`config.mk`:
```
export PLATFORM = sky130hd
export DESIGN_NAME = integer_to_ascii_digits
export DESIGN_NICKNAME = d
export VERILOG_FILES = /design/src/itoa_pkg.sv /design/src/itoa_shift_unit.sv /design/src/integer_to_ascii_digits.sv
export SDC_FILE = /design/constraint.sdc
export NUM_CORES = 1
export LEC_CHECK = 0
export BUFFER_PORTS_ARGS = -buffer_cell sky130_fd_sc_hd__buf_4
export CAP_MARGIN = 20
export CELL_PAD_IN_SITES_DETAIL_PLACEMENT = 1
export CELL_PAD_IN_SITES_GLOBAL_PLACEMENT = 1
export CORE_MARGIN = 2
export CORE_UTILIZATION = 25
export DETAILED_ROUTE_END_ITERATION = 8
export PLACE_DENSITY_LB_ADDON = 0.1
export SYNTH_ARGS = -nofsm -noshare
export SYNTH_HDL_FRONTEND = slang
export SYNTH_HIERARCHICAL = 1
export SYNTH_SLANG_ARGS = --single-unit
```
`constraint.sdc`:
```
create_clock -name clk -period 3.85 [get_ports clk]
set_clock_uncertainty 0.2 [all_clocks]
set_input_delay 0.1925 -clock clk [delete_from_list [all_inputs] [get_ports clk]]
set_output_delay 0.1925 -clock clk [all_outputs]
set_load 0.01 [all_outputs]
```
`src/itoa_pkg.sv`:
```
// Shared types, constants and helpers for the integer-to-ASCII converter.
`default_nettype none
package itoa_pkg;

	// Default sizing
	localparam int VALUE_WIDTH_DEF = 32;
	localparam int MAX_DIGITS_DEF  = 10;

	// One digit is one BCD or hex nibble
	localparam int DIGIT_W = 4;

	// Radix select codes
	localparam logic RADIX_DEC = 1'b0;
	localparam logic RADIX_HEX = 1'b1;

	// ASCII codes
	localparam logic [7:0] CHAR_ZERO  = 8'h30;
	localparam logic [7:0] CHAR_A     = 8'h61;
	localparam logic [7:0] CHAR_MINUS = 8'h2d;

	// Double-dabble adjust: a digit of five or more gets three added before the shift
	localparam logic [DIGIT_W-1:0] DEC_ADJ_MIN = 4'd5;
	localparam logic [DIGIT_W-1:0] DEC_ADJ_ADD = 4'd3;
	localparam logic [DIGIT_W-1:0] DEC_BASE    = 4'd10;

	// Sequencer states
	typedef enum logic [2:0] {
		ST_IDLE,
		ST_CONV,
		ST_FIND,
		ST_SIGN,
		ST_EMIT
	} itoa_state_t;

	// Digit value to lower-case ASCII
	function automatic logic [7:0] digit_ascii(input logic [DIGIT_W-1:0] d);
		logic [7:0] d8;
		d8 = {4'd0, d};
		if (d < DEC_BASE) begin
			return CHAR_ZERO + d8;
		end else begin
			return CHAR_A + d8 - {4'd0, DEC_BASE};
		end
	endfunction

endpackage
`default_nettype wire

```
`src/itoa_shift_unit.sv`:
```
// Shared shift-and-adjust step: one value bit into the digit register per use.
`default_nettype none
module itoa_shift_unit import itoa_pkg::*; #(
	parameter int MAX_DIGITS = MAX_DIGITS_DEF
) (
	input  wire logic [MAX_DIGITS*DIGIT_W-1:0] digits,
	input  wire logic                          bit_in,
	input  wire logic                          dec_mode,
	output logic      [MAX_DIGITS*DIGIT_W-1:0] digits_next,
	output logic                               carry_out
);

	logic [MAX_DIGITS*DIGIT_W-1:0] adj;

	// Per-digit add-3 correction in decimal mode; plain nibble shift in hex
	for (genvar i = 0; i < MAX_DIGITS; i++) begin : g_adj
		assign adj[i*DIGIT_W +: DIGIT_W] =
			(dec_mode && (digits[i*DIGIT_W +: DIGIT_W] >= DEC_ADJ_MIN)) ?
			digits[i*DIGIT_W +: DIGIT_W] + DEC_ADJ_ADD :
			digits[i*DIGIT_W +: DIGIT_W];
	end

	// Shift left by one, new bit at the bottom, top bit falls out
	assign digits_next = {adj[MAX_DIGITS*DIGIT_W-2:0], bit_in};
	assign carry_out   = adj[MAX_DIGITS*DIGIT_W-1];

endmodule
`default_nettype wire

```
`src/integer_to_ascii_digits.sv`:
```
// Integer to ASCII converter top level: sequencer, digit register and output register.
//
// Usage:
//   Input channel (in_valid / in_stall): one word carries value and radix_sel.
//   radix_sel = 0 prints value as signed decimal, 1 as unsigned lower-case hex.
//   Output channel (out_valid / out_stall): one ASCII character per word,
//   most significant first, a leading '-' for negative decimal values, and
//   last set on the final character. Zero prints as a single '0'.
// Timing:
//   After a word is accepted the shared shift-and-adjust unit runs once per
//   value bit, then the find state locates the leading digit, then one
//   character leaves per cycle while the output is not stalled (sign plus
//   digits). in_stall stays high from acceptance until the last character
//   has been loaded into the output register, so a new word can be taken
//   while that character waits.
// Reset:
//   arst_n clears the sequencer and the output valid; no clearing pass.
// Stall:
//   A stalled output word holds; the sequencer waits with it before emitting the next character.
`default_nettype none
module integer_to_ascii_digits import itoa_pkg::*; #(
	parameter int VALUE_WIDTH = VALUE_WIDTH_DEF,
	parameter int MAX_DIGITS  = MAX_DIGITS_DEF
) (
	input  wire logic                          clk,
	input  wire logic                          arst_n,
	input  wire logic                          in_valid,
	output logic                               in_stall,
	input  wire logic signed [VALUE_WIDTH-1:0] value,
	input  wire logic                          radix_sel,
	output logic                               out_valid,
	input  wire logic                          out_stall,
	output logic             [7:0]             out_char,
	output logic                               last
);

	localparam int BCW  = $clog2(VALUE_WIDTH);
	localparam int IDXW = $clog2(MAX_DIGITS);
	localparam int DW   = MAX_DIGITS * DIGIT_W;

	itoa_state_t state_q, state_nxt;

	logic [VALUE_WIDTH-1:0] mag_q;
	logic [DW-1:0]          digits_q;
	logic [BCW-1:0]         bit_cnt_q;
	logic [IDXW-1:0]        idx_q;
	logic                   ovf_q;
	logic                   dec_q;
	logic                   neg_q;

	logic       out_valid_q;
	logic [7:0] out_char_q;
	logic       last_q;

	logic [VALUE_WIDTH-1:0] value_u;
	logic                   neg_in;
	logic [VALUE_WIDTH-1:0] mag_in;
	logic [DW-1:0]          digits_next;
	logic                   carry_out;
	logic [IDXW-1:0]        top_idx;

	logic accept;
	logic out_free;
	logic emit_sign;
	logic emit_digit;

	// Magnitude of the incoming word; wraps for the most negative value
	assign value_u = value;
	assign neg_in  = (radix_sel == RADIX_DEC) && value_u[VALUE_WIDTH-1];
	assign mag_in  = neg_in ? (VALUE_WIDTH'(0) - value_u) : value_u;

	// Shared shift unit
	itoa_shift_unit #(
		.MAX_DIGITS (MAX_DIGITS)
	) u_shift (
		.digits      (digits_q),
		.bit_in      (mag_q[VALUE_WIDTH-1]),
		.dec_mode    (dec_q),
		.digits_next (digits_next),
		.carry_out   (carry_out)
	);

	// Leading digit position; full width once digits were dropped off the top
	always_comb begin
		top_idx = '0;
		for (int i = 0; i < MAX_DIGITS; i++) begin
			if (digits_q[i*DIGIT_W +: DIGIT_W] != '0) top_idx = IDXW'(i);
		end
		if (ovf_q) top_idx = IDXW'(MAX_DIGITS - 1);
	end

	// Next state
	always_comb begin
		state_nxt = state_q;
		case (state_q)
			ST_IDLE: if (in_valid) state_nxt = ST_CONV;
			ST_CONV: if (bit_cnt_q == '0) state_nxt = ST_FIND;
			ST_FIND: state_nxt = neg_q ? ST_SIGN : ST_EMIT;
			ST_SIGN: if (out_free) state_nxt = ST_EMIT;
			ST_EMIT: if (out_free && (idx_q == '0)) state_nxt = ST_IDLE;
			default: state_nxt = ST_IDLE;
		endcase
	end

	// Sequencer outputs
	always_comb begin
		out_free   = !out_valid_q || !out_stall;
		in_stall   = 1'b1;
		accept     = 1'b0;
		emit_sign  = 1'b0;
		emit_digit = 1'b0;
		case (state_q)
			ST_IDLE: begin
				in_stall = 1'b0;
				accept   = in_valid;
			end
			ST_SIGN: emit_sign  = out_free;
			ST_EMIT: emit_digit = out_free;
			default: ;
		endcase
	end

	// State register
	always_ff @(posedge clk or negedge arst_n) begin
		if (!arst_n) begin
			state_q <= ST_IDLE;
		end else begin
			state_q <= state_nxt;
		end
	end

	// Datapath: load, shift per bit, pick leading digit, count down on emit
	always_ff @(posedge clk) begin
		if (accept) begin
			mag_q     <= mag_in;
			digits_q  <= '0;
			ovf_q     <= 1'b0;
			dec_q     <= (radix_sel == RADIX_DEC);
			neg_q     <= neg_in;
			bit_cnt_q <= BCW'(VALUE_WIDTH - 1);
		end else if (state_q == ST_CONV) begin
			mag_q     <= mag_q << 1;
			digits_q  <= digits_next;
			ovf_q     <= ovf_q | carry_out;
			bit_cnt_q <= bit_cnt_q - 1'b1;
		end
		if (state_q == ST_FIND) begin
			idx_q <= top_idx;
		end else if (emit_digit && (idx_q != '0)) begin
			idx_q <= idx_q - 1'b1;
		end
	end

	// Output register valid
	always_ff @(posedge clk or negedge arst_n) begin
		if (!arst_n) begin
			out_valid_q <= 1'b0;
		end else if (emit_sign || emit_digit) begin
			out_valid_q <= 1'b1;
		end else if (!out_stall) begin
			out_valid_q <= 1'b0;
		end
	end

	// Output register payload
	always_ff @(posedge clk) begin
		if (emit_sign) begin
			out_char_q <= CHAR_MINUS;
			last_q     <= 1'b0;
		end else if (emit_digit) begin
			out_char_q <= digit_ascii(digits_q[idx_q*DIGIT_W +: DIGIT_W]);
			last_q     <= (idx_q == '0);
		end
	end

	assign out_valid = out_valid_q;
	assign out_char  = out_char_q;
	assign last      = last_q;

	// Checks
	a_accept_conv: assert property (@(posedge clk) disable iff (!arst_n)
		in_valid && !in_stall |=> state_q == ST_CONV)
		else $error("accepted word did not start conversion");

	a_conv_done: assert property (@(posedge clk) disable iff (!arst_n)
		state_q == ST_CONV && bit_cnt_q == '0 |=> state_q == ST_FIND)
		else $error("conversion did not end after the last bit");

	a_final_digit: assert property (@(posedge clk) disable iff (!arst_n)
		emit_digit && idx_q == '0 |=> state_q == ST_IDLE && out_valid && last)
		else $error("final digit not marked last");

	a_sign_not_last: assert property (@(posedge clk) disable iff (!arst_n)
		out_valid && out_char == CHAR_MINUS |-> !last)
		else $error("sign character marked last");

endmodule
`default_nettype wire
```
[Yosys cells after proc, flatten, opt, wreduce, memory -nomap -nowiden]
Index checks and enable logic that the tools add are counted.
Storage, ports and cells
  flip-flop bits (word level): 97
  input bits: 37
Cells by class
  add/sub/neg operators: 16
  $lt $le $gt $ge: 11
  eq/ne operators: 9
  shift operators: 1
  mux-type cells: 38
  bitwise operators: 2
  reductions and logical operators: 33
Operator list (count)
  $mux 32: 3
  $mux 4: 18
  $add 4x2->4 const B: 10
  $ge 4x3->1 const B: 10
  $reduce_bool 4->1: 10
  $shiftx 40x7->4: 1
  $sub 1x32->32 const A: 1
  $mux 3: 6
  $pmux 3 s5: 1
  $logic_and 1x1->1: 13
  $add 7x4->8 const A: 1
  $mux 8: 1
  $ne 2x2->1 const B: 4
  $sub 8x4->8 const B: 1
  $add 6x4->7 const A: 1
  $mux 1: 7
  $eq 3x2->1 const B: 2
  $logic_not 5->1: 1
  $sub 5x1->5 const B: 1
  $logic_not 4->1: 1
  $lt 4x4->1 const B: 1
  $mux 2: 2
  $reduce_and 4->1: 1
  $reduce_bool 2->1: 2
  other kinds (9): 11

[Longest topological paths before layout]
  depth after elaboration: 12
  gate-level depth with buffers: 9

[Hierarchy]
Netlist, hierarchy kept.
By module, submodules not included
  integer_to_ascii_digits: times used 1, cells each 547, area each 4942.2 µm²
  itoa_shift_unit: times used 1, cells each 166, area each 1152.4 µm²

[Worst setup path before layout]
No wires, ideal clock.
  path kind: register -> register
  start point: reg state_q[1]
  end point: reg mag_q[0] (enable)
  setup time: 0.478 ns
  arrival time: 1.892 ns
  path slack: 1.281 ns
  stages on the path, launching flop included: 7
  path buffers: 3
  period minus slack after synthesis: 2.569 ns
  path through: dfrtp_1 > clkbuf_1 > nor3_1 > nand2_1 > clkbuf_1 > clkbuf_1 > nand2_1
Between the ends
  word-level cells in the longest chain between the ends: 3
  elaborated cells between the ends (all ways): 4
  those cells by class: eq/ne (1); mux (1); reduce/logical (2)
Ends and longest elaborated chain
  from (decl): line integer_to_ascii_digits.sv:41  | itoa_state_t state_q, state_nxt;
  from (signal assigned): line integer_to_ascii_digits.sv:128  | state_q <= state_nxt;
  $logic_not 3->1: line integer_to_ascii_digits.sv:112  | case (state_q)
  $mux 1: line integer_to_ascii_digits.sv:112
  $reduce_bool 2->1 (no source line) *
  to (signal assigned): line integer_to_ascii_digits.sv:135  | mag_q <= mag_in;
  to (signal assigned): line integer_to_ascii_digits.sv:142  | mag_q <= mag_q << 1;
  to (decl): line integer_to_ascii_digits.sv:43  | logic [VALUE_WIDTH-1:0] mag_q;
Mark *: on every way between the ends. The rest lies on a longest branch, timed or not.
A chain may end at the register's enable or synchronous reset.

[Final worst setup path]
  start point: reg idx_q[0]
  end point: reg out_char_q[1], in the netlist out_char[1]
Between the ends
  word-level cells in the longest chain between the ends: 4
  elaborated cells between the ends (all ways): 6
  those cells by class: add/sub (3); order compare (1); shift (1); mux (1)
Ends and longest elaborated chain
  from (decl): line integer_to_ascii_digits.sv:46  | logic [IDXW-1:0] idx_q;
  from (signal assigned): line integer_to_ascii_digits.sv:148  | idx_q <= top_idx;
  from (signal assigned): line integer_to_ascii_digits.sv:150  | idx_q <= idx_q - 1'b1;
  $shiftx 40x7->4 *: line integer_to_ascii_digits.sv:171  | out_char_q <= digit_ascii(digits_q[idx_q*DIGIT_W +: DIGIT_W]);
  $add 7x4->8: line itoa_pkg.sv:42  | return CHAR_A + d8 - {4'd0, DEC_BASE};
  $sub 8x4->8: line itoa_pkg.sv:42
  $mux 8 *: line itoa_pkg.sv:39  | if (d < DEC_BASE) begin
  to (signal assigned): line integer_to_ascii_digits.sv:171
  to (decl): line integer_to_ascii_digits.sv:52  | logic [7:0] out_char_q;
Marked as above.

==> out/results.env <==
CTS_RESIZED=0
CTS_TREE='built'
YOSYSUNIQUECELLTYPES=58
SYNTH_TOP_AREA_SHARE=0.1872
FP.DIEAREA_SQ_MM=0.02564
WIDTH_OF_THE_CHIP_MICRONS=160.1
R2R_CELLS=7
GLOBALROUTE.TOTALOVERFLOW=0
DRTITER0DRC=164
SEQUENTIAL_SHARE_OF_THE_SYNTHESIZED_AREA=0.3810
GRT_SETUP_UNREPAIRED='false'
GRT_PASS1_VIAS=5556
FINALINSTANCEAREA_SQ_MM=0.007096
COUNT_OF_ANTENNA_VIOLATING_NETS_LEFT_AFTER_DETAILED_ROUTING=0
COUNT_OF_STANDARD_CELL_ROWS=57
HOLD_VIO_CNT_FINAL=0
DETAILEDROUTE.FIRSTPASSITERATIONCOUNT=4
MAX-SLEW-MARGIN-REL=0.2906
TRITONCTS_NUM_SINKS=96
CRITPATHCAPTURETYPE='register'
CTS_INSERTED_BUFFERS=9
YOSYS_WARNINGS=6
HOLD_CLASS='primary input to register'
VDD_IR_DROP_MAX_mV=0.1898
SYNTH_SEQ_CELLS=96
ROUTED_VIAS_INST=4.754
CRITICAL_PATH.MAX_FANOUT=21
NETS=812
SYNTH_FLOP_CELL='sky130_fd_sc_hd__dfxtp_1'
DIEHEIGHT_MICRONS=160.1
GRT_MAX_DEGREE=61
YS_TOP_CELLS_BY_COUNT='sky130_fd_sc_hd__nand2_1, sky130_fd_sc_hd__o21ai_0, sky130_fd_sc_hd__a21oi_1, sky130_fd_sc_hd__dfxtp_1'
FMAXACHIEVABLE_MHz=324.4
YS_ASYNC_SR_FRACTION=0.04167
WORST_SKEW_PAIR.LATE_LATENCY_NS=0.36
TIMING.HOLD.WORST_PATH_DEPTH=3
SYNTH.CELL_AREA_SQ_MM=0.006095
DETAIL_ROUTE.WIRELENGTH_MICRONS=16770
CAP_VIOL_MAX_COUNT=0
WORST_HOLD_SLACK_NS=0.01724
CTS.ROOT.BUFFER_CELL='sky130_fd_sc_hd__clkbuf_16'
ANTENNA_FOUND_INITIAL=0
ANTENNA_CELLS_INSERTED=0
DETAILROUTE.VIA_COUNT=5134
SYNTH_FP_NETS=774
TOTALNEGATIVESETUPSLACK_NS=0
PERIOD_MINUS_SLACK_NS=3.083
CELLLEAKAGEPOWER_nW=2.749
DRIVE_GT1_FRAC=0.1402
PLACE_INST=1056
POWER.DENSITY_mW_PER_MM2=694.0
CLK_PATH_BUF_DEPTH=2
NUMPORTBUFFERS=46
SYN_AREA_PER_CELL_SQ_UM=8.548
RUN_STATUS='finished, final reports clean'
SYNTH.AREA.TOP_CELLS='sky130_fd_sc_hd__edfxtp_1, sky130_fd_sc_hd__dfxtp_1, sky130_fd_sc_hd__nand2_1, sky130_fd_sc_hd__o21ai_0, sky130_fd_sc_hd__ha_1'
ROUTEDWLPERCELL_MICRONS=15.52
SYNTHESIS.INSTANCES=713
PLACE.DETAILED.HPWL_MICRONS=12210
BOUNDARYPINS=48
GRT_PASS1_WL_MICRONS=28880
WORST-ENDPOINT-ARRIVAL_NS=3.18
WORST-ENDPOINT-REQUIRED_NS=3.95
CLKTRANSATPATHREGS_NS=0.08
CLOCK_TREE.HTREE_LEVEL_COUNT=3
CORE_AREA_SQ_MM=0.02411
NETLIST.TOP_CELL.BY_AREA='sky130_fd_sc_hd__edfxtp_1'
GP_CONGESTION=0.7520
STARTING_DENSITY=0.2528
FILLERINSTANCES=2890
YOSYS.CELL_COUNT.TOP_TYPE='sky130_fd_sc_hd__nand2_1'
SYNTH-EDFF-COUNT=38
WORSTMARGINPINSLEW_NS=1.064
WORST_SETUP_PATH_CLASS='register to register'
STARTPOINT_TYPE='register'
FIN_CELLS=1080
FINALCRITPERIODSHARE=0.8008
DRCVIOLATIONCOUNT=0
DPL-INSTANCE-AREA_SQ_MM=0.006718
SLEW_VIOLATIONS=0
GLOBALROUTETOTALUTIL=0.1385
AREA_DELTA_SYNTH_FINAL_PCT=16.42
SETUP_VIOL_COUNT_FINAL=0
==> worst max-delay path, cell delays in order (launching register included) <==
cell,delay (ns)
sky130_fd_sc_hd__edfxtp_1,1.06
sky130_fd_sc_hd__mux2i_1,0.18
sky130_fd_sc_hd__mux4_1,0.56
sky130_fd_sc_hd__o22ai_2,0.25
sky130_fd_sc_hd__inv_1,0.10
sky130_fd_sc_hd__ha_1,0.29
sky130_fd_sc_hd__a211o_1,0.27
sky130_fd_sc_hd__a21oi_2,0.11
==> flip-flops by register name, indices dropped and copies added, names as in the netlist <==
register and flops:
bit_cnt_q 5, dec_q 1, digits_q 40, idx_q 4, last 1, mag_q 32, neg_q 1, out_char 7
out_valid 1, ovf_q 1, state_q 3
==> routing by layer <==
layer / routed length, microns / GRT usage / part of all wire
met5: 0 / 0 / 0
met4: 403 / 0.05692 / 0.024
met3: 477 / 0.02208 / 0.028
met2: 7977 / 0.2403 / 0.48
met1: 7907 / 0.1711 / 0.47
==> logic make-up after synthesis <==
logic type | after synthesis | synth area share
and+or+nand+nor | 242 | 0.1794
other | 1 | 0.0006153
AOI/OAI and AO/OA | 200 | 0.2010
muxes | 33 | 0.06857
buffers and inverters | 71 | 0.05399
adders and majority gates | 24 | 0.04927
DFF | 96 | 0.3810
xor gates and xnor gates | 46 | 0.06611
==> cell type report <==
| class | count | area, sq um | area share |
|---|---|---|---|
| Clock buffer | 9 | 225.2 | 0.03174 |
| Clock inverter | 7 | 72.57 | 0.01023 |
| Timing Repair Buffer | 63 | 493.0 | 0.06948 |
| Inverter | 35 | 131.4 | 0.01852 |
| Multi-Input combinational cell | 546 | 3446 | 0.4856 |
| Tap cell | 324 | 405.4 | 0.05713 |
| Sequential cell | 96 | 2322 | 0.3273 |
==> cell usage in the layout (no fill, tap or decap), types with 3 or more instances in the layout <==
| cell | instances |
|---|---|
| sky130_fd_sc_hd__nor4_1 | 8 |
| sky130_fd_sc_hd__nor2_1 | 38 |
| sky130_fd_sc_hd__xor2_1 | 21 |
| sky130_fd_sc_hd__buf_4 | 55 |
| sky130_fd_sc_hd__dfrtp_1 | 4 |
| sky130_fd_sc_hd__nor3b_1 | 3 |
| sky130_fd_sc_hd__mux4_1 | 3 |
| sky130_fd_sc_hd__nand2b_1 | 16 |
| sky130_fd_sc_hd__nand2_1 | 138 |
| sky130_fd_sc_hd__inv_1 | 34 |
| sky130_fd_sc_hd__dfxtp_1 | 54 |
| sky130_fd_sc_hd__clkbuf_16 | 9 |
| sky130_fd_sc_hd__and2_1 | 3 |
| sky130_fd_sc_hd__o21ai_0 | 83 |
| sky130_fd_sc_hd__o31ai_1 | 15 |
| sky130_fd_sc_hd__mux4_2 | 3 |
| sky130_fd_sc_hd__ha_1 | 24 |
| sky130_fd_sc_hd__a21bo_2 | 9 |
| sky130_fd_sc_hd__nor3_1 | 10 |
| sky130_fd_sc_hd__or4_1 | 3 |
| sky130_fd_sc_hd__a31oi_1 | 5 |
| sky130_fd_sc_hd__dlygate4sd3_1 | 8 |
| sky130_fd_sc_hd__mux2i_1 | 26 |
| sky130_fd_sc_hd__o21ai_1 | 6 |
| sky130_fd_sc_hd__a21oi_1 | 56 |
| sky130_fd_sc_hd__edfxtp_1 | 38 |
| sky130_fd_sc_hd__xnor2_1 | 25 |
| sky130_fd_sc_hd__a21oi_2 | 9 |
| sky130_fd_sc_hd__nand3_1 | 4 |
| sky130_fd_sc_hd__or3_1 | 6 |
==> per-stage QoR <==
step	total power, mW	utilization	worst slack (ns)
after CTS	5.029	0.2944	0.7496
after global placement	3.963	0.2787	0.9270
after floorplan	3.418	-	1.281
after global routing	5.435	0.2944	0.5432
final	4.925	0.2944	0.7670
after detailed placement	4.062	0.2787	0.7791
==> repair_timing <==
action	in CTS	in global routing
buffers inserted	0	0
hold buffers	8	0
endpoints found under the hold margin	14	0
setup endpoints to repair	0	0
==> power by group <==
| group | internal [mW] | switching, mW | leakage (nW) |
|---|---|---|---|
| combinational | 0.885 | 1.10 | 1.70 |
| clock | 0.460 | 0.467 | 0.143 |
| sequential | 1.57 | 0.440 | 0.902 |
==> worst paths after layout <==
path | to | slack, ns | from
max | out_char[1] | 0.77 | idx_q[0]
min | mag_q[16] | 0.02 | value[16]
max reg2reg | out_char[1] | 0.77 | idx_q[0]
min reg2reg | out_char[5] | 0.25 | out_char[5]
max in group asynchronous | out_valid | 2.77 | arst_n
min in group asynchronous | state_q[2] | 0.51 | arst_n
Power figures use the tool's default switching activity.
